===== config.mk =====
export PLATFORM = sky130hd
export DESIGN_NAME = circular_queue_fifo_core
export DESIGN_NICKNAME = d
export VERILOG_FILES = /design/src/hw/rtl/cqf_pkg.sv /design/src/hw/rtl/cqf_ram.sv /design/src/hw/rtl/cqf_out_reg.sv /design/src/hw/rtl/cqf_ctrl.sv /design/src/hw/rtl/circular_queue_fifo_core.sv
export SDC_FILE = /design/constraint.sdc
export NUM_CORES = 1
export LEC_CHECK = 0
export ABC_AREA = 1
export BUFFER_PORTS_ARGS = -buffer_cell sky130_fd_sc_hd__buf_2
export CORE_MARGIN = 2
export CORE_UTILIZATION = 60
export CTS_CLUSTER_SIZE = 12
export DETAILED_ROUTE_END_ITERATION = 10
export PLACE_DENSITY_LB_ADDON = 0.05
export SETUP_SLACK_MARGIN = 0.3
export SLEW_MARGIN = 15
export SYNTH_ARGS = -nofsm -noshare
export SYNTH_HDL_FRONTEND = slang
export SYNTH_SLANG_ARGS = --single-unit

===== constraint.sdc =====
create_clock -name clk -period 4.9 [get_ports clk]
set_input_delay 0.245 -clock clk [delete_from_list [all_inputs] [get_ports clk]]
set_output_delay 0.245 -clock clk [all_outputs]
set_load 0.02 [all_outputs]

===== src/hw/rtl/cqf_pkg.sv =====
package cqf_pkg;

  localparam int QUEUE_DEPTH = 16;
  localparam int DATA_W      = 32;
  localparam int IDX_W       = $clog2(QUEUE_DEPTH);
  localparam int CNT_W       = $clog2(QUEUE_DEPTH + 1);

  typedef enum logic [1:0] {
    CMD_PUSH    = 2'd0,
    CMD_POP     = 2'd1,
    CMD_DISPLAY = 2'd2
  } cmd_t;

  typedef enum logic [1:0] {
    ST_OK       = 2'd0,
    ST_OVERFLOW = 2'd1,
    ST_EMPTY    = 2'd2
  } status_t;

  // request to load the output register
  typedef struct packed {
    logic    vld;
    logic    from_mem;
    status_t status;
    logic    last;
  } out_load_t;

endpackage


===== src/hw/rtl/cqf_ram.sv =====
module cqf_ram #(
  parameter int WIDTH = 32,
  parameter int DEPTH = 16
) (
  input  logic                     clk,
  input  logic                     we,
  input  logic [$clog2(DEPTH)-1:0] waddr,
  input  logic [WIDTH-1:0]         wdata,
  input  logic                     re,
  input  logic [$clog2(DEPTH)-1:0] raddr,
  output logic [WIDTH-1:0]         rdata
);

  logic [WIDTH-1:0] mem [DEPTH];

  always_ff @(posedge clk) begin
    if (we) begin
      mem[waddr] <= wdata;
    end
    // read data holds until the next read
    if (re) begin
      rdata <= mem[raddr];
    end
  end

endmodule


===== src/hw/rtl/cqf_out_reg.sv =====
module cqf_out_reg (
  input  logic                                clk,
  input  logic                                rst_n,
  input  cqf_pkg::out_load_t                  load,
  input  logic [cqf_pkg::DATA_W-1:0]          rdata,
  output logic                                out_free,
  output logic                                out_tvalid,
  input  logic                                out_tready,
  output logic signed [cqf_pkg::DATA_W-1:0]   out_tdata,
  output logic [1:0]                          out_tuser,
  output logic                                out_tlast
);

  logic                               valid_r;
  logic                               valid_nxt;
  logic signed [cqf_pkg::DATA_W-1:0]  data_r;
  logic signed [cqf_pkg::DATA_W-1:0]  data_nxt;
  cqf_pkg::status_t                   status_r;
  cqf_pkg::status_t                   status_nxt;
  logic                               last_r;
  logic                               last_nxt;

  assign out_free = !valid_r || out_tready;

  always_comb begin
    valid_nxt  = valid_r;
    data_nxt   = data_r;
    status_nxt = status_r;
    last_nxt   = last_r;
    if (load.vld) begin
      valid_nxt  = 1'b1;
      data_nxt   = load.from_mem ? rdata : '0;
      status_nxt = load.status;
      last_nxt   = load.last;
    end else if (out_tready) begin
      valid_nxt = 1'b0;
    end
  end

  always_ff @(posedge clk) begin
    if (!rst_n) begin
      valid_r <= 1'b0;
    end else begin
      valid_r <= valid_nxt;
    end
    data_r   <= data_nxt;
    status_r <= status_nxt;
    last_r   <= last_nxt;
  end

  assign out_tvalid = valid_r;
  assign out_tdata  = data_r;
  assign out_tuser  = status_r;
  assign out_tlast  = last_r;

endmodule


===== src/hw/rtl/cqf_ctrl.sv =====
module cqf_ctrl (
  input  logic                              clk,
  input  logic                              rst_n,
  input  logic                              in_tvalid,
  output logic                              in_tready,
  input  cqf_pkg::cmd_t                     in_cmd,
  input  logic signed [cqf_pkg::DATA_W-1:0] in_value,
  input  logic                              out_free,
  output cqf_pkg::out_load_t                load,
  output logic                              ram_we,
  output logic [cqf_pkg::IDX_W-1:0]         ram_waddr,
  output logic [cqf_pkg::DATA_W-1:0]        ram_wdata,
  output logic                              ram_re,
  output logic [cqf_pkg::IDX_W-1:0]         ram_raddr
);

  localparam logic [cqf_pkg::IDX_W-1:0] LastIdx = cqf_pkg::IDX_W'(cqf_pkg::QUEUE_DEPTH - 1);
  localparam logic [cqf_pkg::CNT_W-1:0] FullCnt = cqf_pkg::CNT_W'(cqf_pkg::QUEUE_DEPTH);

  logic [cqf_pkg::IDX_W-1:0] head_r, head_nxt;
  logic [cqf_pkg::IDX_W-1:0] tail_r, tail_nxt;
  logic [cqf_pkg::CNT_W-1:0] count_r, count_nxt;
  logic [cqf_pkg::IDX_W-1:0] walk_idx_r, walk_idx_nxt;
  logic [cqf_pkg::CNT_W-1:0] walk_left_r, walk_left_nxt;
  logic                      pend_r, pend_nxt;
  logic                      pend_last_r, pend_last_nxt;
  logic                      accept;
  logic                      load_mem;
  logic                      issue_walk;
  logic [cqf_pkg::CNT_W:0]   wrap_sum;
  logic [cqf_pkg::IDX_W-1:0] tail_expect;

  function automatic logic [cqf_pkg::IDX_W-1:0] next_slot(input logic [cqf_pkg::IDX_W-1:0] idx);
    return (idx == LastIdx) ? '0 : idx + 1'b1;
  endfunction

  assign in_tready  = !pend_r && (walk_left_r == '0) && out_free;
  assign accept     = in_tvalid && in_tready;
  assign load_mem   = pend_r && out_free;
  // next display read goes out as the previous word moves to the output
  assign issue_walk = (walk_left_r != '0) && (!pend_r || out_free);

  assign ram_waddr = tail_r;
  assign ram_wdata = in_value;

  always_comb begin
    head_nxt      = head_r;
    tail_nxt      = tail_r;
    count_nxt     = count_r;
    walk_idx_nxt  = walk_idx_r;
    walk_left_nxt = walk_left_r;
    pend_nxt      = pend_r && !load_mem;
    pend_last_nxt = pend_last_r;
    ram_we        = 1'b0;
    ram_re        = 1'b0;
    ram_raddr     = head_r;
    load.vld      = load_mem;
    load.from_mem = load_mem;
    load.status   = cqf_pkg::ST_OK;
    load.last     = pend_last_r;

    if (issue_walk) begin
      ram_re        = 1'b1;
      ram_raddr     = walk_idx_r;
      walk_idx_nxt  = next_slot(walk_idx_r);
      walk_left_nxt = walk_left_r - 1'b1;
      pend_nxt      = 1'b1;
      pend_last_nxt = (walk_left_r == cqf_pkg::CNT_W'(1));
    end

    if (accept) begin
      case (in_cmd)
        cqf_pkg::CMD_PUSH: begin
          load.vld  = 1'b1;
          load.last = 1'b1;
          if (count_r == FullCnt) begin
            load.status = cqf_pkg::ST_OVERFLOW;
          end else begin
            ram_we    = 1'b1;
            tail_nxt  = next_slot(tail_r);
            count_nxt = count_r + 1'b1;
          end
        end
        cqf_pkg::CMD_POP: begin
          if (count_r == '0) begin
            load.vld    = 1'b1;
            load.status = cqf_pkg::ST_EMPTY;
            load.last   = 1'b1;
          end else begin
            ram_re        = 1'b1;
            head_nxt      = next_slot(head_r);
            count_nxt     = count_r - 1'b1;
            pend_nxt      = 1'b1;
            pend_last_nxt = 1'b1;
          end
        end
        cqf_pkg::CMD_DISPLAY: begin
          if (count_r == '0) begin
            load.vld    = 1'b1;
            load.status = cqf_pkg::ST_EMPTY;
            load.last   = 1'b1;
          end else begin
            ram_re        = 1'b1;
            walk_idx_nxt  = next_slot(head_r);
            walk_left_nxt = count_r - 1'b1;
            pend_nxt      = 1'b1;
            pend_last_nxt = (count_r == cqf_pkg::CNT_W'(1));
          end
        end
        default: begin
          // unused code: dropped without a result
        end
      endcase
    end
  end

  always_ff @(posedge clk) begin
    if (!rst_n) begin
      head_r      <= '0;
      tail_r      <= '0;
      count_r     <= '0;
      walk_left_r <= '0;
      pend_r      <= 1'b0;
    end else begin
      head_r      <= head_nxt;
      tail_r      <= tail_nxt;
      count_r     <= count_nxt;
      walk_left_r <= walk_left_nxt;
      pend_r      <= pend_nxt;
    end
    walk_idx_r  <= walk_idx_nxt;
    pend_last_r <= pend_last_nxt;
  end

  // tail must sit count slots past head, modulo the depth
  assign wrap_sum    = {1'b0, cqf_pkg::CNT_W'(head_r)} + {1'b0, count_r};
  assign tail_expect = (wrap_sum >= (cqf_pkg::CNT_W + 1)'(cqf_pkg::QUEUE_DEPTH))
                     ? cqf_pkg::IDX_W'(wrap_sum - (cqf_pkg::CNT_W + 1)'(cqf_pkg::QUEUE_DEPTH))
                     : cqf_pkg::IDX_W'(wrap_sum);

  a_count_bound: assert property (@(posedge clk) disable iff (!rst_n)
    count_r <= FullCnt)
    else $error("entry count beyond depth");

  a_ring_consistent: assert property (@(posedge clk) disable iff (!rst_n)
    tail_r == tail_expect)
    else $error("head, tail and count disagree");

  a_no_write_full: assert property (@(posedge clk) disable iff (!rst_n)
    ram_we |-> count_r < FullCnt)
    else $error("store written while full");

  a_walk_blocks_input: assert property (@(posedge clk) disable iff (!rst_n)
    (walk_left_r != '0 || pend_r) |-> !in_tready)
    else $error("input taken during a read-out");

  a_pend_held: assert property (@(posedge clk) disable iff (!rst_n)
    (pend_r && !out_free) |=> pend_r && $stable(pend_last_r))
    else $error("pending word lost under stall");

endmodule


===== src/hw/rtl/circular_queue_fifo_core.sv =====
// circular queue of signed 32-bit words, 16 deep
// input channel: in_tuser carries the command (push, pop, display), in_tdata
// the word to push; a word is taken when in_tvalid and in_tready are high
// output channel: out_tuser carries the status (ok, overflow, empty),
// out_tdata the popped or displayed word (zero otherwise), out_tlast marks
// the final result of each command
// push, overflow and empty results reach the output register at the accept
// edge: one command per cycle while the receiver keeps up
// pop and display read the entry store (synchronous ram), so their first
// result is registered in the ram read register and then loaded into the
// output register once it is free; a display then streams one word per cycle
// from head to tail while the receiver keeps up, limited by the single ram
// read port, and the next command is taken once its last word is loaded
// an unused command code is taken and gives no result
// reset (rst_n low, synchronous) empties the queue and the output register;
// the stored words are not cleared and no clearing pass is needed
// when the receiver stalls the result stays in the output register, a
// pending ram word waits in the ram read register, and in_tready drops
module circular_queue_fifo_core (
  input  logic                              clk,
  input  logic                              rst_n,
  input  logic                              in_tvalid,
  output logic                              in_tready,
  input  logic signed [cqf_pkg::DATA_W-1:0] in_tdata,   // [31:0] value
  input  logic [1:0]                        in_tuser,   // [1:0] command
  output logic                              out_tvalid,
  input  logic                              out_tready,
  output logic signed [cqf_pkg::DATA_W-1:0] out_tdata,  // [31:0] data
  output logic [1:0]                        out_tuser,  // [1:0] status
  output logic                              out_tlast
);

  cqf_pkg::out_load_t        load;
  logic                      out_free;
  logic                      ram_we;
  logic [cqf_pkg::IDX_W-1:0] ram_waddr;
  logic [cqf_pkg::DATA_W-1:0] ram_wdata;
  logic                      ram_re;
  logic [cqf_pkg::IDX_W-1:0] ram_raddr;
  logic [cqf_pkg::DATA_W-1:0] ram_rdata;

  cqf_ctrl u_ctrl (
    .clk       (clk),
    .rst_n     (rst_n),
    .in_tvalid (in_tvalid),
    .in_tready (in_tready),
    .in_cmd    (cqf_pkg::cmd_t'(in_tuser)),
    .in_value  (in_tdata),
    .out_free  (out_free),
    .load      (load),
    .ram_we    (ram_we),
    .ram_waddr (ram_waddr),
    .ram_wdata (ram_wdata),
    .ram_re    (ram_re),
    .ram_raddr (ram_raddr)
  );

  cqf_ram #(
    .WIDTH (cqf_pkg::DATA_W),
    .DEPTH (cqf_pkg::QUEUE_DEPTH)
  ) u_store (
    .clk   (clk),
    .we    (ram_we),
    .waddr (ram_waddr),
    .wdata (ram_wdata),
    .re    (ram_re),
    .raddr (ram_raddr),
    .rdata (ram_rdata)
  );

  cqf_out_reg u_out (
    .clk        (clk),
    .rst_n      (rst_n),
    .load       (load),
    .rdata      (ram_rdata),
    .out_free   (out_free),
    .out_tvalid (out_tvalid),
    .out_tready (out_tready),
    .out_tdata  (out_tdata),
    .out_tuser  (out_tuser),
    .out_tlast  (out_tlast)
  );

endmodule

Word-level counts from Yosys, hierarchy flattened
Memories as Yosys holds them, arrays and structs flattened. A register that Yosys moved wholly into a read port is not among the register bits. Index checks and enable logic that the tools add are counted.

Add/subtract/negate cells: 6. Equal/unequal tests: 10. Muxes and demuxes: 42. Bitwise logic cells: 2. Reductions and logical operators: 21.

Operators with widths (count): $mux W4 (8); $mux W5 (6); $mux W1 (23); $add A4 B1 Y4 const B (3); $eq A4 B4 Y1 const B (3); $eq A5 B1 Y1 const B (2); $logic_not A5 Y1 (2); $pmux W5 S2 (1); $sub A5 B1 Y5 const B (2); $logic_and A1 B1 Y1 (6); $pmux W3 S2 (1); $reduce_and A3 Y1 (2); $add A5 B1 Y5 const B (1); $eq A5 B5 Y1 const B (1); $reduce_bool A5 Y1 (1); $ne A2 B2 Y1 const B (2); $pmux W1 S2 (2); $reduce_and A4 Y1 (1); $reduce_bool A2 Y1 (2); $logic_not A1 Y1 (3); $mux W3 (1); $eq A2 B1 Y1 const B (1); $eq A2 B2 Y1 const B (1); $logic_not A2 Y1 (1); other kinds (3) (5).

Register bits after elaboration: 60. Memory bits (writable): 512. Output and inout port bits: 37. Memories: 1.

Memory list: u_store.mem (depth 16, width 32, read ports 1, clocked after memory_dff 1, write ports 1, line cqf_ram.sv:14) `logic [WIDTH-1:0] mem [DEPTH];`.

Longest topological paths before layout
Depth after elaboration: 9. Gate-level depth with buffers: 16. Gate-level depth less buffers: 14.

Cells and area by module
A second synthesis with hierarchy kept.

Cells, all modules: 2541. Area total of the unflattened synthesis: 26545.5 um2.

By module, submodules not included: cqf_ram (times used 1, cells each 2120, area each 23050.9 um2, seq. area each 16335.7 um2); cqf_ctrl (times used 1, cells each 313, area each 2129.5 um2, seq. area each 480.5 um2); cqf_out_reg (times used 1, cells each 108, area each 1365.1 um2, seq. area each 1071.0 um2).

Least setup slack after synthesis
Ideal clock, no wire load.

Path type: reg2reg. Start point: register u_ctrl.walk_left_r[0] (netlist name). End point: memory u_store.mem[15][0], enable pin. Arrival time: 3.096 ns. Data required time: 4.479 ns. Slack: 1.383 ns. Cell stages (with the launch flop): 11. Path buffers: 0. Clock period less this slack: 3.517 ns. Cell sequence: dfxtp_1 inv_1 ha_1 inv_1 nor2_1 nand2_4 nor3_2 nand2_2 nor2_2 nand2_1 nor2_1.

Cells in the longest elaborated chain, start to end: 7.

RTL lines: from (decl) (line cqf_ctrl.sv:24) `logic [cqf_pkg::CNT_W-1:0] walk_left_r, walk_left_nxt;`; from (signal assigned) (line cqf_ctrl.sv:128) `walk_left_r <= walk_left_nxt;`; $logic_not A5 Y1 (line cqf_ctrl.sv:37) `assign in_tready = !pend_r && (walk_left_r == '0) && out_free;`; $logic_and A1 B1 Y1 (2 in series) (line cqf_ctrl.sv:37); named net in_tready (line circular_queue_fifo_core.sv:23) `output logic in_tready,`; $logic_and A1 B1 Y1 (line cqf_ctrl.sv:38) `assign accept = in_tvalid && in_tready;`; $mux W1 (line cqf_ctrl.sv:71) `if (accept) begin`; $mux W1 (line cqf_ram.sv:17) `if (we) begin`; $mux W1 (implied by the code) (line cqf_ram.sv:18) `mem[waddr] <= wdata;`; to (decl) (line cqf_ram.sv:14).

The timed path passes the listed nets, and every way through them passes these cells.

Worst setup path after layout
Start point: register u_ctrl.walk_left_r[0] (netlist name). End point: register u_store.rdata[21], read port of u_store.mem, data pin.

Cells in the longest elaborated chain, start to end: 6.

RTL lines: $reduce_bool A5 Y1 (line cqf_ctrl.sv:41) `assign issue_walk = (walk_left_r != '0) && (!pend_r || out_free);`; $logic_and A1 B1 Y1 (line cqf_ctrl.sv:41); $mux W1 (line cqf_ctrl.sv:62) `if (issue_walk) begin`; $mux W1 (line cqf_ctrl.sv:85, cqf_ctrl.sv:98); $mux W1; $mux W1 (line cqf_ctrl.sv:71); to (decl) (line cqf_ram.sv:11) `output logic [WIDTH-1:0] rdata`.

Parallel ways exist; a longest one is shown, timed or not. A chain may end at the register's enable or synchronous reset.

==> results.sh <==
export IMPL_rows=76
export IMPL_diodes=0
export IMPL_drt_iter0_drc=1844
export IMPL_hp_class="in2reg"
export IMPL_ys_ff_latch=604
export IMPL_r2r_slack_ns=1.29
export IMPL_dr_wl_met2_um=33000
export IMPL_r2r_end="u_store.rdata[21]"
export IMPL_crit_type="reg2reg"
export IMPL_synth_top_family_by_area="simple AND/OR/NAND/NOR gates"
export IMPL_holdCritStartpoint="in_tdata[23]"
export IMPL_async_reset_ff_share_pct=0
export IMPL_drc_errors=0
export IMPL_cts_max_path_buffers=3
export IMPL_layout_drive_gt1_share_pct=8.39
export IMPL_place_gp_congestion=0.876
export IMPL_initial_utilization_pct=60.6
export IMPL_synth_xor_area_share_pct=0.303
export IMPL_top_layer="met4"
export IMPL_grt_pass1_wl_um=101000
export IMPL_cts_repair_resized=0
export IMPL_die_area_um2=45000
export IMPL_worst_slew_pin_slew_ns=1.19
export IMPL_met3WireLength_um=3990
export IMPL_synthMuxAreaShare_pct=0.0385
export IMPL_final_common_cell="nand2_1"
export IMPL_tns_ns=0
export IMPL_cts_root_buffer="clkbuf_16"
export IMPL_reg2regPathDepth=14
export IMPL_final_cell_mix="596 x nand2_1, 588 x nand3_1, 579 x edfxtp_1, 327 x inv_1, 74 x buf_2"
export IMPL_p_leak_nw=11.7
export IMPL_synth_ff_type="edfxtp_1"
export IMPL_crit_arrival_ns=3.97
export IMPL_dpl_hpwl_um=36600
export IMPL_ant_nets=0
export IMPL_fin_skew_ns=0.0280
export IMPL_synth_edff_count=579
export IMPL_ios=75
export IMPL_overflow=0
export IMPL_syn_avg_cell_area_um2=10.7
export IMPL_pwr_density_cell_nw_per_um2=662
export IMPL_dr_pass1_iters=6
export IMPL_slew_headroom_pct=20.9
export IMPL_post_route_min_period_ns=3.61
export IMPL_synthAdderAreaFrac_pct=0.770
export IMPL_cts_buffers=61
export IMPL_chipHeight_um=212
export IMPL_ys_seq_area_share_pct=68.8
export IMPL_finalInstanceArea_um2=28800
export IMPL_vdd_drop_max_uv=805
export IMPL_yosys_area_share_simple_pct=21.6
export IMPL_r2r_start="u_ctrl.walk_left_r[0]"
export IMPL_grt_max_degree=183
export IMPL_wirelength_um=66800
export IMPL_antenna_found_initial=0
export IMPL_wl_per_cell_um=21.7
export IMPL_syn_num_nets=2479
export IMPL_drv_cap=0
export IMPL_nets=2505
export IMPL_clkTransAtPathRegs_ns=0.06
export IMPL_wl_met1_um=27100
export IMPL_fmax_ghz=0.277
export IMPL_syn_inst=2425
export IMPL_status="completed"
export IMPL_yosysWarningCount=0
export IMPL_grt_use_total_pct=30.3
export IMPL_synth_cell_types=32
export IMPL_hold_depth=1
export IMPL_crit_required_ns=5.27
export IMPL_cts_tree="yes"
export IMPL_post_dp_cell_area_um2=26800
export IMPL_setup_viol=0
export IMPL_area_growth_pct=10.9
export IMPL_endpoint_kind="register"
export IMPL_cts_sinks=604
export IMPL_hold_viol_final=0
export IMPL_critPathLaunchType="register"
export IMPL_slew_violations=0
export IMPL_core_area_um2=42900
export IMPL_io_buffers=74
export IMPL_cp_max_fo=100
export IMPL_synthesis_area_um2=26000
export IMPL_hold_end="u_store.mem[8][23]"
export IMPL_cts_htree_levels=2
export IMPL_first_global_vias=17123
export IMPL_rsz0062_at_grt="no"
export IMPL_min_period_over_period_pct=73.6
export IMPL_num_vias=17550
export IMPL_clk_latency_ns=0.63
export IMPL_synth_compound_area_share_pct=1.01
export IMPL_vias_per_cell=5.71
export IMPL_die_x_um=212
## worst max-delay path, cell delays in order, from the launching register on
cell	delay (ns)
dfxtp_1	0.34
inv_1	0.11
ha_1	0.17
inv_1	0.05
nor2_1	0.17
nand2_4	0.10
nand2_4	0.26
nand2_8	0.39
nand2_8	0.53
buf_12	0.38
nand2_1	0.10
nand3_1	0.09
nand3_1	0.13
nand3_1	0.20
nand2_1	0.08
## state kept, by name, summed over array words and instances (netlist names)
register,flops
u_ctrl.ram_waddr,4
u_ctrl.walk_left_r,5
u_store.mem,512
u_ctrl.pend_last_r,1
u_out.out_tlast,1
u_ctrl.pend_r,1
u_ctrl.count_r,5
u_out.out_tdata,32
u_store.rdata,32
u_out.out_tvalid,1
u_ctrl.walk_idx_r,4
u_ctrl.head_r,4
u_out.out_tuser,2
## where the power goes
group | internal, mW | switching (mW) | total [mW]
clock network | 2.40 | 1.88 | 4.28
registers | 6.27 | 0.192 | 6.46
logic | 2.20 | 6.15 | 8.34
## cells in the mapped netlist (8+ instances only)
| cell | number | share of area [%] |
|---|---|---|
| buf_4 | 13 | 0.38 |
| dfxtp_1 | 25 | 1.9 |
| buf_2 | 101 | 1.9 |
| o21ai_0 | 25 | 0.48 |
| a21oi_1 | 17 | 0.33 |
| nand3_1 | 588 | 11 |
| inv_1 | 329 | 4.8 |
| xor2_1 | 8 | 0.27 |
| clkbuf_1 | 13 | 0.19 |
| nand2_1 | 599 | 8.6 |
| nor2_1 | 71 | 1.0 |
| ha_1 | 16 | 0.77 |
| edfxtp_1 | 579 | 67 |
## logic make-up (layout without fill, tap and decap cells)
| kind of cell | Yosys count | after routing |
|---|---|---|
| AND/OR/NAND/NOR | 1278 | 1278 |
| flip-flops | 604 | 604 |
| buffers and inverters | 467 | 533 |
| AO/OA/AOI/OAI | 50 | 50 |
| adder cells (fa/ha/maj) | 16 | 16 |
| XOR/XNOR | 9 | 9 |
| multiplexers | 1 | 1 |
## per-layer routing
metal / vias to the layer above / track usage, %
li1: 8189 / -
met1: 8525 / 39.8
met2: 699 / 51.5
met3: 137 / 3.46
met4: 0 / 13.3
met5: - / 0
## worst max path at each step
stage                                startpoint                  end  slack, ns
after floorplan           u_ctrl.walk_left_r[0]   u_store.mem[15][0]       1.38
after global placement    u_ctrl.walk_left_r[0]  u_store.mem[10][19]       1.31
after detailed placement  u_ctrl.walk_left_r[0]    u_store.rdata[21]       1.32
after CTS                 u_ctrl.walk_left_r[0]    u_store.rdata[24]       1.32
after global routing      u_ctrl.walk_left_r[0]    u_store.rdata[21]       1.03
final                     u_ctrl.walk_left_r[0]    u_store.rdata[21]       1.29
## through the flow
| step | util (%) | cells | total power [mW] | setup slack [ns] | hold WS (ns) |
|---|---|---|---|---|---|
| finish | 67.2 | 3076 | 19.1 | 1.29 | 0.0318 |
| global route | 67.2 | 3076 | 20.1 | 1.03 | 0.0366 |
| CTS | 66.7 | 3068 | 19.1 | 1.32 | 0.00358 |
| detailed placement | 62.6 | 2964 | 14.9 | 1.32 | 0.480 |
| global placement | 62.4 | 2962 | 14.8 | 1.31 | 0.471 |
| floorplan | - | 2425 | 12.3 | 1.38 | 0.344 |
## area by class of cell
class                   instances  area (µm²)
repair buffers                 99         826
well taps                     585         732
inverters                     331        1240
clock buffers                  82        1630
multi-input cells            1354        6350
flip-flops and latches        604       17900
clock inverters                21         155
fillers                      3299       14100
## what timing repair did
item	in CTS	in global routing
hold endpoints to repair	1	0
setup buffers	0	0
hold buffers	1	0
Power figures use the tool's default switching activity.
